`config.mk`:
```
export PLATFORM = sky130hd
export DESIGN_NAME = hashed_timer_wheel_core
export DESIGN_NICKNAME = d
export VERILOG_FILES = /design/src/htw_pkg.sv /design/src/htw_slot_mod.sv /design/src/htw_datapath.sv /design/src/htw_ctrl.sv /design/src/hashed_timer_wheel_core.sv
export SDC_FILE = /design/constraint.sdc
export NUM_CORES = 2
export LEC_CHECK = 0
export BUFFER_PORTS_ARGS = -buffer_cell sky130_fd_sc_hd__buf_2
export CAP_MARGIN = 30
export CORE_MARGIN = 2
export CORE_UTILIZATION = 62
export CTS_CLUSTER_DIAMETER = 120
export DETAILED_ROUTE_END_ITERATION = 7
export PLACE_DENSITY = 0.78
export RECOVER_POWER = 50
export SETUP_SLACK_MARGIN = 0.5
export SLEW_MARGIN = 20
export SYNTH_ARGS = -nofsm -noshare
export SYNTH_HDL_FRONTEND = slang
export SYNTH_SLANG_ARGS = --single-unit
```
`constraint.sdc`:
```
create_clock -name clk -period 9.54 [get_ports clk]
set_clock_uncertainty 0.1 [all_clocks]
set_input_delay 1.908 -clock clk [delete_from_list [all_inputs] [get_ports clk]]
set_output_delay 1.908 -clock clk [all_outputs]
set_load 0.01 [all_outputs]
```
`src/htw_pkg.sv`:
```
// ----------------------------------------------------------------------------
// htw_pkg
// shared types, codes and defaults for the hashed timer wheel
// ----------------------------------------------------------------------------
package htw_pkg;

	localparam int POOL_SIZE_DEF   = 32;
	localparam int WHEEL_SLOTS_DEF = 1024;
	localparam int MAX_REPORTS     = 32;

	localparam int TICK_W   = 32;
	localparam int DELAY_W  = 24;
	localparam int DATA_W   = 32;
	localparam int HANDLE_W = 5;
	localparam int ACTION_W = 2;
	localparam int KIND_W   = 2;
	localparam int STATUS_W = 2;

	// input actions
	localparam logic [ACTION_W-1:0] ACT_START = 2'd0;
	localparam logic [ACTION_W-1:0] ACT_STOP  = 2'd1;
	localparam logic [ACTION_W-1:0] ACT_TICK  = 2'd2;

	// result kinds
	localparam logic [KIND_W-1:0] KIND_START  = 2'd0;
	localparam logic [KIND_W-1:0] KIND_STOP   = 2'd1;
	localparam logic [KIND_W-1:0] KIND_EXPIRY = 2'd2;

	// result status
	localparam logic [STATUS_W-1:0] ST_OK         = 2'd0;
	localparam logic [STATUS_W-1:0] ST_POOL_FULL  = 2'd1;
	localparam logic [STATUS_W-1:0] ST_NOT_ACTIVE = 2'd2;

	// controller to datapath
	typedef struct packed {
		logic latch;
		logic start_begin;
		logic mod_step;
		logic start_commit;
		logic stop_exec;
		logic tick_begin;
		logic scan_next;
		logic take;
		logic push;
		logic push_last;
	} cmd_t;

	// datapath to controller
	typedef struct packed {
		logic free_found;
		logic mod_done;
		logic scan_active;
		logic scan_last;
		logic hit;
		logic n_at_limit;
		logic pend_valid;
		logic out_busy;
	} stat_t;

endpackage

```
`src/htw_slot_mod.sv`:
```
// ----------------------------------------------------------------------------
// htw_slot_mod
// reduction of a tick value modulo the wheel size by reciprocal multiply
// ----------------------------------------------------------------------------
module htw_slot_mod #(
	parameter int WHEEL_SLOTS = htw_pkg::WHEEL_SLOTS_DEF
) (
	input  logic                                clk,
	input  logic                                arst_n,
	input  logic                                load,
	input  logic                                step,
	input  logic [htw_pkg::TICK_W-1:0]          x,
	output logic [$clog2(WHEEL_SLOTS)-1:0]      rem,
	output logic                                done
);
	import htw_pkg::*;

	localparam int SLOT_W = $clog2(WHEEL_SLOTS);
	localparam int PROD_W = 2 * TICK_W;
	// floor(2^32 / slots): quotient estimate is exact or one low
	localparam longint unsigned RECIP_L = (64'd1 << TICK_W) / WHEEL_SLOTS;
	localparam logic [TICK_W-1:0] RECIP = TICK_W'(RECIP_L);
	localparam logic [TICK_W-1:0] MOD_W = TICK_W'(WHEEL_SLOTS);
	localparam logic [1:0] LAST_STEP = 2'd2;

	logic [TICK_W-1:0] x_q;
	logic [PROD_W-1:0] prod_s1;
	logic [TICK_W-1:0] est_s2;
	logic [SLOT_W-1:0] rem_q;
	logic [1:0]        cnt_q;

	always_ff @(posedge clk or negedge arst_n) begin
		if (!arst_n) begin
			cnt_q <= '0;
		end else if (load) begin
			cnt_q <= '0;
		end else if (step) begin
			cnt_q <= cnt_q + 1'b1;
		end
	end

	// quotient estimate, remainder below twice the modulus, one correction
	always_ff @(posedge clk) begin
		if (load) begin
			x_q <= x;
		end
		if (step) begin
			prod_s1 <= PROD_W'(x_q) * PROD_W'(RECIP);
			est_s2  <= x_q - prod_s1[PROD_W-1:TICK_W] * MOD_W;
			rem_q   <= (est_s2 >= MOD_W) ? SLOT_W'(est_s2 - MOD_W) : SLOT_W'(est_s2);
		end
	end

	assign rem  = rem_q;
	assign done = (cnt_q == LAST_STEP);

endmodule

```
`src/htw_datapath.sv`:
```
// ----------------------------------------------------------------------------
// htw_datapath
// timer pool storage, tick and slot counters, scan, pending and output beat
// ----------------------------------------------------------------------------
module htw_datapath #(
	parameter int POOL_SIZE   = htw_pkg::POOL_SIZE_DEF,
	parameter int WHEEL_SLOTS = htw_pkg::WHEEL_SLOTS_DEF
) (
	input  logic                             clk,
	input  logic                             arst_n,
	input  htw_pkg::cmd_t                    cmd,
	output htw_pkg::stat_t                   st,
	input  logic [htw_pkg::DELAY_W-1:0]      delay_ticks,
	input  logic [htw_pkg::DATA_W-1:0]       event_code,
	input  logic [htw_pkg::DATA_W-1:0]       user_tag,
	input  logic [htw_pkg::HANDLE_W-1:0]     handle,
	output logic                             out_valid,
	input  logic                             out_ready,
	output logic [htw_pkg::KIND_W-1:0]       kind,
	output logic [htw_pkg::STATUS_W-1:0]     status,
	output logic [htw_pkg::HANDLE_W-1:0]     timer_handle,
	output logic [htw_pkg::DATA_W-1:0]       fired_event,
	output logic [htw_pkg::DATA_W-1:0]       fired_tag,
	output logic                             last
);
	import htw_pkg::*;

	localparam int IDX_W  = $clog2(POOL_SIZE);
	localparam int SLOT_W = $clog2(WHEEL_SLOTS);
	localparam int N_W    = $clog2(MAX_REPORTS + 1);
	localparam int EXT_W  = HANDLE_W + IDX_W;

	// latched input beat
	logic [DELAY_W-1:0]  delay_q;
	logic [DATA_W-1:0]   event_q;
	logic [DATA_W-1:0]   tag_q;
	logic [HANDLE_W-1:0] handle_q;

	logic [TICK_W-1:0]    tick_q;
	logic [SLOT_W-1:0]    slot_q;
	logic [POOL_SIZE-1:0] active_q;
	logic [IDX_W-1:0]     alloc_idx_q;
	logic [TICK_W-1:0]    expiry_q;
	logic [IDX_W-1:0]     scan_idx_q;
	logic [N_W-1:0]       n_q;

	// timer memory
	logic [TICK_W-1:0] mem_expiry [POOL_SIZE];
	logic [DATA_W-1:0] mem_event  [POOL_SIZE];
	logic [DATA_W-1:0] mem_tag    [POOL_SIZE];
	logic [SLOT_W-1:0] mem_slot   [POOL_SIZE];
	logic [TICK_W-1:0] rd_expiry_q;
	logic [DATA_W-1:0] rd_event_q;
	logic [DATA_W-1:0] rd_tag_q;
	logic [SLOT_W-1:0] rd_slot_q;

	// pending result
	logic                pend_valid_q;
	logic [KIND_W-1:0]   pend_kind_q;
	logic [STATUS_W-1:0] pend_status_q;
	logic [HANDLE_W-1:0] pend_handle_q;
	logic [DATA_W-1:0]   pend_event_q;
	logic [DATA_W-1:0]   pend_tag_q;

	// output register
	logic                out_valid_q;
	logic [KIND_W-1:0]   out_kind_q;
	logic [STATUS_W-1:0] out_status_q;
	logic [HANDLE_W-1:0] out_handle_q;
	logic [DATA_W-1:0]   out_event_q;
	logic [DATA_W-1:0]   out_tag_q;
	logic                out_last_q;

	logic              free_found;
	logic [IDX_W-1:0]  free_idx;
	logic [TICK_W-1:0] expiry_sum;
	logic [TICK_W-1:0] tick_next;
	logic [TICK_W-1:0] age;
	logic [EXT_W-1:0]  handle_ext;
	logic [IDX_W-1:0]  stop_idx;
	logic              stop_ok;
	logic              hit;
	logic [SLOT_W-1:0] mod_rem;
	logic              mod_done;

	// lowest free entry
	always_comb begin
		free_found = 1'b0;
		free_idx   = '0;
		for (int i = POOL_SIZE - 1; i >= 0; i--) begin
			if (!active_q[i]) begin
				free_found = 1'b1;
				free_idx   = IDX_W'(i);
			end
		end
	end

	always_comb begin
		expiry_sum = tick_q + TICK_W'(delay_q);
		tick_next  = tick_q + 1'b1;
		handle_ext = EXT_W'(handle_q);
		stop_idx   = handle_ext[IDX_W-1:0];
		stop_ok    = (handle_ext < EXT_W'(POOL_SIZE)) && active_q[stop_idx];
		age        = tick_q - rd_expiry_q;
		hit        = active_q[scan_idx_q] && (rd_slot_q == slot_q) && !age[TICK_W-1];
	end

	htw_slot_mod #(
		.WHEEL_SLOTS (WHEEL_SLOTS)
	) u_slot_mod (
		.clk    (clk),
		.arst_n (arst_n),
		.load   (cmd.start_begin),
		.step   (cmd.mod_step),
		.x      (expiry_sum),
		.rem    (mod_rem),
		.done   (mod_done)
	);

	// input latch and start working registers
	always_ff @(posedge clk) begin
		if (cmd.latch) begin
			delay_q  <= delay_ticks;
			event_q  <= event_code;
			tag_q    <= user_tag;
			handle_q <= handle;
		end
		if (cmd.start_begin) begin
			alloc_idx_q <= free_idx;
			expiry_q    <= expiry_sum;
		end
	end

	// memory write on commit, registered read at the scan index
	always_ff @(posedge clk) begin
		if (cmd.start_commit) begin
			mem_expiry[alloc_idx_q] <= expiry_q;
			mem_event[alloc_idx_q]  <= event_q;
			mem_tag[alloc_idx_q]    <= tag_q;
			mem_slot[alloc_idx_q]   <= mod_rem;
		end
		rd_expiry_q <= mem_expiry[scan_idx_q];
		rd_event_q  <= mem_event[scan_idx_q];
		rd_tag_q    <= mem_tag[scan_idx_q];
		rd_slot_q   <= mem_slot[scan_idx_q];
	end

	// tick, slot, active bits, scan position
	always_ff @(posedge clk or negedge arst_n) begin
		if (!arst_n) begin
			tick_q     <= '0;
			slot_q     <= '0;
			active_q   <= '0;
			scan_idx_q <= '0;
			n_q        <= '0;
		end else begin
			if (cmd.tick_begin) begin
				tick_q     <= tick_next;
				scan_idx_q <= '0;
				n_q        <= '0;
				if (tick_next == '0) begin
					slot_q <= '0;
				end else if (slot_q == SLOT_W'(WHEEL_SLOTS - 1)) begin
					slot_q <= '0;
				end else begin
					slot_q <= slot_q + 1'b1;
				end
			end
			if (cmd.scan_next) begin
				scan_idx_q <= scan_idx_q + 1'b1;
			end
			if (cmd.start_commit) begin
				active_q[alloc_idx_q] <= 1'b1;
			end
			if (cmd.stop_exec && stop_ok) begin
				active_q[stop_idx] <= 1'b0;
			end
			if (cmd.take) begin
				active_q[scan_idx_q] <= 1'b0;
				n_q                  <= n_q + 1'b1;
			end
		end
	end

	// pending result valid
	always_ff @(posedge clk or negedge arst_n) begin
		if (!arst_n) begin
			pend_valid_q <= 1'b0;
		end else if ((cmd.start_begin && !free_found) || cmd.start_commit
				|| cmd.stop_exec || cmd.take) begin
			pend_valid_q <= 1'b1;
		end else if (cmd.push) begin
			pend_valid_q <= 1'b0;
		end
	end

	always_ff @(posedge clk) begin
		if (cmd.start_begin && !free_found) begin
			pend_kind_q   <= KIND_START;
			pend_status_q <= ST_POOL_FULL;
			pend_handle_q <= '0;
			pend_event_q  <= '0;
			pend_tag_q    <= '0;
		end else if (cmd.start_commit) begin
			pend_kind_q   <= KIND_START;
			pend_status_q <= ST_OK;
			pend_handle_q <= HANDLE_W'(alloc_idx_q);
			pend_event_q  <= '0;
			pend_tag_q    <= '0;
		end else if (cmd.stop_exec) begin
			pend_kind_q   <= KIND_STOP;
			pend_status_q <= stop_ok ? ST_OK : ST_NOT_ACTIVE;
			pend_handle_q <= handle_q;
			pend_event_q  <= '0;
			pend_tag_q    <= '0;
		end else if (cmd.take) begin
			pend_kind_q   <= KIND_EXPIRY;
			pend_status_q <= ST_OK;
			pend_handle_q <= HANDLE_W'(scan_idx_q);
			pend_event_q  <= rd_event_q;
			pend_tag_q    <= rd_tag_q;
		end
	end

	// output beat
	always_ff @(posedge clk or negedge arst_n) begin
		if (!arst_n) begin
			out_valid_q <= 1'b0;
		end else if (cmd.push) begin
			out_valid_q <= 1'b1;
		end else if (out_ready) begin
			out_valid_q <= 1'b0;
		end
	end

	always_ff @(posedge clk) begin
		if (cmd.push) begin
			out_kind_q   <= pend_kind_q;
			out_status_q <= pend_status_q;
			out_handle_q <= pend_handle_q;
			out_event_q  <= pend_event_q;
			out_tag_q    <= pend_tag_q;
			out_last_q   <= cmd.push_last;
		end
	end

	always_comb begin
		st.free_found  = free_found;
		st.mod_done    = mod_done;
		st.scan_active = active_q[scan_idx_q];
		st.scan_last   = (scan_idx_q == IDX_W'(POOL_SIZE - 1));
		st.hit         = hit;
		st.n_at_limit  = (n_q == N_W'(MAX_REPORTS - 1));
		st.pend_valid  = pend_valid_q;
		st.out_busy    = out_valid_q;
	end

	assign out_valid    = out_valid_q;
	assign kind         = out_kind_q;
	assign status       = out_status_q;
	assign timer_handle = out_handle_q;
	assign fired_event  = out_event_q;
	assign fired_tag    = out_tag_q;
	assign last         = out_last_q;

endmodule

```
`src/htw_ctrl.sv`:
```
// ----------------------------------------------------------------------------
// htw_ctrl
// sequencer for start, stop and tick processing
// ----------------------------------------------------------------------------
module htw_ctrl (
	input  logic                          clk,
	input  logic                          arst_n,
	input  logic                          in_valid,
	output logic                          in_ready,
	input  logic [htw_pkg::ACTION_W-1:0]  action,
	input  htw_pkg::stat_t                st,
	output htw_pkg::cmd_t                 cmd
);
	import htw_pkg::*;

	typedef enum logic [3:0] {
		S_IDLE,
		S_START,
		S_MOD,
		S_COMMIT,
		S_STOP,
		S_PUSH,
		S_TICK,
		S_RD,
		S_EV,
		S_END
	} state_t;

	state_t state_q;
	state_t state_nxt;
	logic   accept;

	assign in_ready = (state_q == S_IDLE);
	assign accept   = in_valid && in_ready;

	always_comb begin
		cmd       = '0;
		state_nxt = state_q;
		cmd.latch = accept;
		unique case (state_q)
			S_IDLE: begin
				if (accept) begin
					priority if (action == ACT_START) state_nxt = S_START;
					else if (action == ACT_STOP) state_nxt = S_STOP;
					else if (action == ACT_TICK) state_nxt = S_TICK;
					else state_nxt = S_IDLE;
				end
			end
			S_START: begin
				cmd.start_begin = 1'b1;
				state_nxt = st.free_found ? S_MOD : S_PUSH;
			end
			S_MOD: begin
				cmd.mod_step = 1'b1;
				if (st.mod_done) state_nxt = S_COMMIT;
			end
			S_COMMIT: begin
				cmd.start_commit = 1'b1;
				state_nxt = S_PUSH;
			end
			S_STOP: begin
				cmd.stop_exec = 1'b1;
				state_nxt = S_PUSH;
			end
			S_PUSH: begin
				if (!st.out_busy) begin
					cmd.push      = 1'b1;
					cmd.push_last = 1'b1;
					state_nxt     = S_IDLE;
				end
			end
			S_TICK: begin
				cmd.tick_begin = 1'b1;
				state_nxt = S_RD;
			end
			S_RD: begin
				priority if (st.scan_active) begin
					state_nxt = S_EV;
				end else if (st.scan_last) begin
					state_nxt = S_END;
				end else begin
					cmd.scan_next = 1'b1;
				end
			end
			S_EV: begin
				if (st.hit) begin
					if (!(st.pend_valid && st.out_busy)) begin
						cmd.take = 1'b1;
						cmd.push = st.pend_valid;
						if (st.n_at_limit || st.scan_last) begin
							state_nxt = S_END;
						end else begin
							cmd.scan_next = 1'b1;
							state_nxt     = S_RD;
						end
					end
				end else if (st.scan_last) begin
					state_nxt = S_END;
				end else begin
					cmd.scan_next = 1'b1;
					state_nxt     = S_RD;
				end
			end
			S_END: begin
				if (!st.pend_valid) begin
					state_nxt = S_IDLE;
				end else if (!st.out_busy) begin
					cmd.push      = 1'b1;
					cmd.push_last = 1'b1;
					state_nxt     = S_IDLE;
				end
			end
			default: state_nxt = S_IDLE;
		endcase
	end

	always_ff @(posedge clk or negedge arst_n) begin
		if (!arst_n) begin
			state_q <= S_IDLE;
		end else begin
			state_q <= state_nxt;
		end
	end

endmodule

```
`src/hashed_timer_wheel_core.sv`:
```
// ----------------------------------------------------------------------------
// hashed_timer_wheel_core
// hashed timer wheel over a bounded pool of timers
// ----------------------------------------------------------------------------
// A start beat stores a timer that expires at current tick + delay_ticks in the
// lowest free pool entry and answers with its handle (or status pool full); a
// stop beat frees the named timer (or answers handle not active); a tick beat
// advances the tick and emits one expiry report per timer whose wheel slot
// matches the new tick and whose expiry is not later, in ascending handle
// order, with last on the final report (a tick with no expiry gives no beat,
// at most 32 reports per tick). One item is worked on at a time. A start
// reduces the wheel slot of the expiry modulo WHEEL_SLOTS by a reciprocal
// multiply, an exact back-multiply and one correcting subtract, each registered
// in turn, then commits the entry; a start into a full pool skips the
// reduction and answers pool full. A tick steps through the pool entry by
// entry: a free entry is passed over, and an active entry is checked once the
// registered read of the timer memory has returned it; the scan ends early
// once the report limit is reached. The sequencer waits whenever the result
// side holds off ready. The next item may be accepted while the last result
// still waits in the output register. No clearing pass: pool entries are
// tracked by flip-flop valid bits cleared at reset, and their stored fields
// are only read once written.
// ----------------------------------------------------------------------------
module hashed_timer_wheel_core #(
	parameter int POOL_SIZE   = htw_pkg::POOL_SIZE_DEF,
	parameter int WHEEL_SLOTS = htw_pkg::WHEEL_SLOTS_DEF
) (
	input  logic                             clk,
	input  logic                             arst_n,
	// input channel
	input  logic                             in_valid,
	output logic                             in_ready,
	input  logic [htw_pkg::ACTION_W-1:0]     action,
	input  logic [htw_pkg::DELAY_W-1:0]      delay_ticks,
	input  logic [htw_pkg::DATA_W-1:0]       event_code,
	input  logic [htw_pkg::DATA_W-1:0]       user_tag,
	input  logic [htw_pkg::HANDLE_W-1:0]     handle,
	// result channel
	output logic                             out_valid,
	input  logic                             out_ready,
	output logic [htw_pkg::KIND_W-1:0]       kind,
	output logic [htw_pkg::STATUS_W-1:0]     status,
	output logic [htw_pkg::HANDLE_W-1:0]     timer_handle,
	output logic [htw_pkg::DATA_W-1:0]       fired_event,
	output logic [htw_pkg::DATA_W-1:0]       fired_tag,
	output logic                             last
);
	import htw_pkg::*;

	// command and status between sequencer and datapath
	cmd_t  cmd;
	stat_t st;

	// sequencer: accepts beats, steps the start, stop and tick sequences
	htw_ctrl u_ctrl (
		.clk      (clk),
		.arst_n   (arst_n),
		.in_valid (in_valid),
		.in_ready (in_ready),
		.action   (action),
		.st       (st),
		.cmd      (cmd)
	);

	// datapath: pool valid bits, timer memory, tick and slot counters,
	// slot reduction unit, pending result and output register
	htw_datapath #(
		.POOL_SIZE   (POOL_SIZE),
		.WHEEL_SLOTS (WHEEL_SLOTS)
	) u_datapath (
		.clk          (clk),
		.arst_n       (arst_n),
		.cmd          (cmd),
		.st           (st),
		.delay_ticks  (delay_ticks),
		.event_code   (event_code),
		.user_tag     (user_tag),
		.handle       (handle),
		.out_valid    (out_valid),
		.out_ready    (out_ready),
		.kind         (kind),
		.status       (status),
		.timer_handle (timer_handle),
		.fired_event  (fired_event),
		.fired_tag    (fired_tag),
		.last         (last)
	);

endmodule

```
==> flow_summary.json <==
{
  "hpwl_mm": 175.0,
  "finalCriticalPeriod_ns": 6.255,
  "cp_slowest_cell": "clkbuf_1",
  "period_share": 0.6557,
  "layout-drive-gt1-share": 0.2379,
  "r2r_slack_ns": 3.37,
  "worstPathArrival_ns": 6.05,
  "cts_buffer_depth": 4,
  "io_pins": 175,
  "grt_pass1_vias": 77590,
  "cts_buffers": 384,
  "yosysTopAreaCell": "edfxtp_1",
  "startpoint_type": "primary input",
  "netlist_instances": 6758,
  "multiInputGateArea_sq_mm": 0.02996,
  "drt_iter0_drc": 13880,
  "syn_area_sq_mm": 0.1458,
  "critPathTopFamily": "buffers and inverters",
  "cts_max_level": 5,
  "grt_max_degree": 150,
  "stdcell_area_sq_mm": 0.1638,
  "routed_wirelength_mm": 411.4,
  "drc_errors": 0,
  "yosys.area.top_type_share": 0.7445,
  "slew_headroom": -1.719,
  "core_area_sq_mm": 0.2345,
  "required_ns": 9.34,
  "hold_end": "u_datapath.kind[0]",
  "grt_overflow": 0,
  "path_clk_slew_ns": 0.06,
  "cpPeakStageDelay_ns": 2.34,
  "grt_use_total": 0.3381,
  "regArea_sq_mm": 0.1145,
  "nFillCells": 12980,
  "cellPowerDensity_mw_per_mm2": 279.9,
  "p_leak_nw": 51.50,
  "final_core_util": 0.6985,
  "async_flop_share": 0.02392,
  "violations": "capacitance limit, slew limit",
  "antenna_found_initial": 17,
  "cts_num_sinks": 3888,
  "root_buffer": "clkbuf_16",
  "synth_warnings": 0,
  "insertion_delay_ns": 1.01,
  "critPathKind": "primary input to async pin",
  "port-buffer-count": 174,
  "maxCapViolations": 11,
  "vias": 78500,
  "drtAntennaViolNets": 0,
  "hold_buffers": 0,
  "avgSynthCellArea_sq_um": 21.58,
  "viasPerCell": 7.399,
  "r2r_start": "u_ctrl.state_q[1]",
  "start_util": 0.6219,
  "grt_first_pass_wirelength_mm": 567.6,
  "rows": 178,
  "hold_ws_ns": 0.3239,
  "yosysSeqAreaShare": 0.7850,
  "fmax_mhz": 159.9,
  "cp_cell_sequence": "clkbuf_1 -> clkbuf_1",
  "place_area_sq_mm": 0.1510,
  "die_x_microns": 489.0,
  "syn2layout_area_growth_pct": 12.31,
  "worst-path-max-fanout": 48,
  "fin_setup_tns_ns": 0,
  "fin_nets": 7316,
  "final_max_slew_viol_count": 319,
  "hold_class": "register to register",
  "outcome": "finished with violations",
  "path_common_cell": "clkbuf_1",
  "post_cts_resized": 0,
  "rsz0062_at_grt": "false",
  "synth_cell_types": 85,
  "tightest_slew_ns": 4.078,
  "ff2ff_path_depth": 8,
  "ir_drop_mv": 0.2401,
  "setup_viol": 0,
  "die_h_microns": 489.0,
  "post-cts-setup-buffers": 0,
  "totalPowerFinal_w": 0.04584,
  "drtPass1Iterations": 6,
  "syn_nets": 6924,
  "synth_edf_count": 3616,
  "final_hold_viol_count": 0,
  "ys_seq_elements": 3888,
  "cts_tree": "yes",
  "r2r_end": "u_datapath.pend_tag_q[10]",
  "place_congestion": 0.9101,
  "netlist_top_cells_area": "edfxtp_1 (74%), mux4_2 (13%), dfxtp_1 (2.5%)",
  "end_kind": "async pin",
  "critPathBufInv": 2,
  "synthFlopType": "edfxtp_1",
  "dieArea_sq_mm": 0.2391,
  "hold_path_depth": 0,
  "min-delay-start": "u_datapath.pend_kind_q[0]",
  "routedWlPerCell_microns": 38.77
}
## cell type report
class	count	area share
sequential	3888	0.6990
multi-input combinational	2446	0.1829
clock buffer	495	0.06418
tap	3150	0.02406
timing repair buffer	364	0.01613
clock inverter	195	0.01213
inverter	66	0.001528
antenna	5	0.00007638
## worst max path at each step
stage               cells past startpoint                  endpoint                     start  slack (ns)
detailed placement                     10  u_datapath.fired_tag[14]  u_datapath.scan_idx_q[1]        4.19
finish                                  2  u_datapath.scan_idx_q[1]                    arst_n        3.28
global route                            2  u_datapath.scan_idx_q[1]                    arst_n        2.51
CTS                                    10  u_datapath.fired_tag[17]  u_datapath.scan_idx_q[1]        4.21
floorplan                               6   u_datapath.active_q[31]         u_ctrl.state_q[2]        2.71
global placement                       10  u_datapath.fired_tag[14]  u_datapath.scan_idx_q[1]        4.25
## state kept, by name, indices dropped and copies added, names as in the netlist, 24 cells and up
register and flops:
u_datapath.fired_event 32, u_datapath.mem_event 1024, u_datapath.delay_q 24, u_datapath.mem_slot 320
u_datapath.mem_expiry 1024, u_datapath.expiry_q 32, u_datapath.tag_q 32, u_datapath.mem_tag 1024
u_datapath.pend_event_q 32, u_datapath.fired_tag 32, u_datapath.rd_tag_q 32, u_datapath.event_q 32
u_datapath.rd_event_q 32, u_datapath.tick_q 32, u_datapath.active_q 32, u_datapath.rd_expiry_q 32
u_datapath.pend_tag_q 32
## synth_stat cells, drive strengths merged, types with 8 or more instances
master  number
a21oi      148
ha          66
xnor2       49
dfxtp      179
nand2      211
or2         10
and2        10
inv         66
nand3       46
buf        161
a21o        17
nor4        15
mux4       856
and3         9
o21ai       45
a211oi       9
o21a         8
clkbuf     197
nor2b       12
nand4      134
o22ai       36
nor3        29
a22oi      425
nand2b      14
nand3b      11
dfrtp       93
xor2        26
nor2       118
or3         23
mux2i       23
a31oi        9
edfxtp    3616
## cell usage in the layout (no fill, tap or decap), types with 37 or more instances in the layout
cell type  instances
clkbuf_16        389
a22oi_1          425
nand2_1          211
edfxtp_1        3616
ha_1              66
xnor2_1           49
nand3_1           45
a21oi_1          147
clkbuf_1         156
clkinv_1          58
buf_2            143
bufinv_16         37
nand4_1          133
clkbuf_8          38
buf_4             90
inv_1             64
dfrtp_1           92
mux4_2           856
nor2_1            86
dfxtp_1          179
o21ai_0           37
clkinv_2          64
## where the power goes
group	total, W	leakage (nW)	switching, W	internal [W]
logic	0.00934	10.1	0.00543	0.00391
registers	0.0212	35.3	0.00102	0.0202
clock network	0.0153	6.11	0.00654	0.00877
## metal layers
layer  up-vias  wire (microns)  global-route usage
li1      29150               -                   -
met5         -             106                   0
met1     40030          136800              0.4673
met3      1462           58570             0.08613
met2      7841          194900              0.5221
met4        16           20980              0.1421
## metrics by stage
stage | worst slack (ns) | std cells
3_3_place_gp | 4.248 | 9847
3_5_place_dp | 4.188 | 9854
2_1_floorplan | 2.709 | 6758
5_1_grt | 2.511 | 10610
4_1_cts | 4.209 | 10540
6_report | 3.285 | 10610
## logic make-up after synthesis
logic type | count (synthesis) | share of synthesized area
buffers and inverters | 424 | 0.01138
xor gates and xnor gates | 75 | 0.004504
muxes | 884 | 0.1341
AOI/OAI and AO/OA | 760 | 0.03631
adders and majority gates | 67 | 0.005799
and+or+nand+nor | 660 | 0.02281
DFF | 3888 | 0.7850
(Power assumes the default switching activity.)
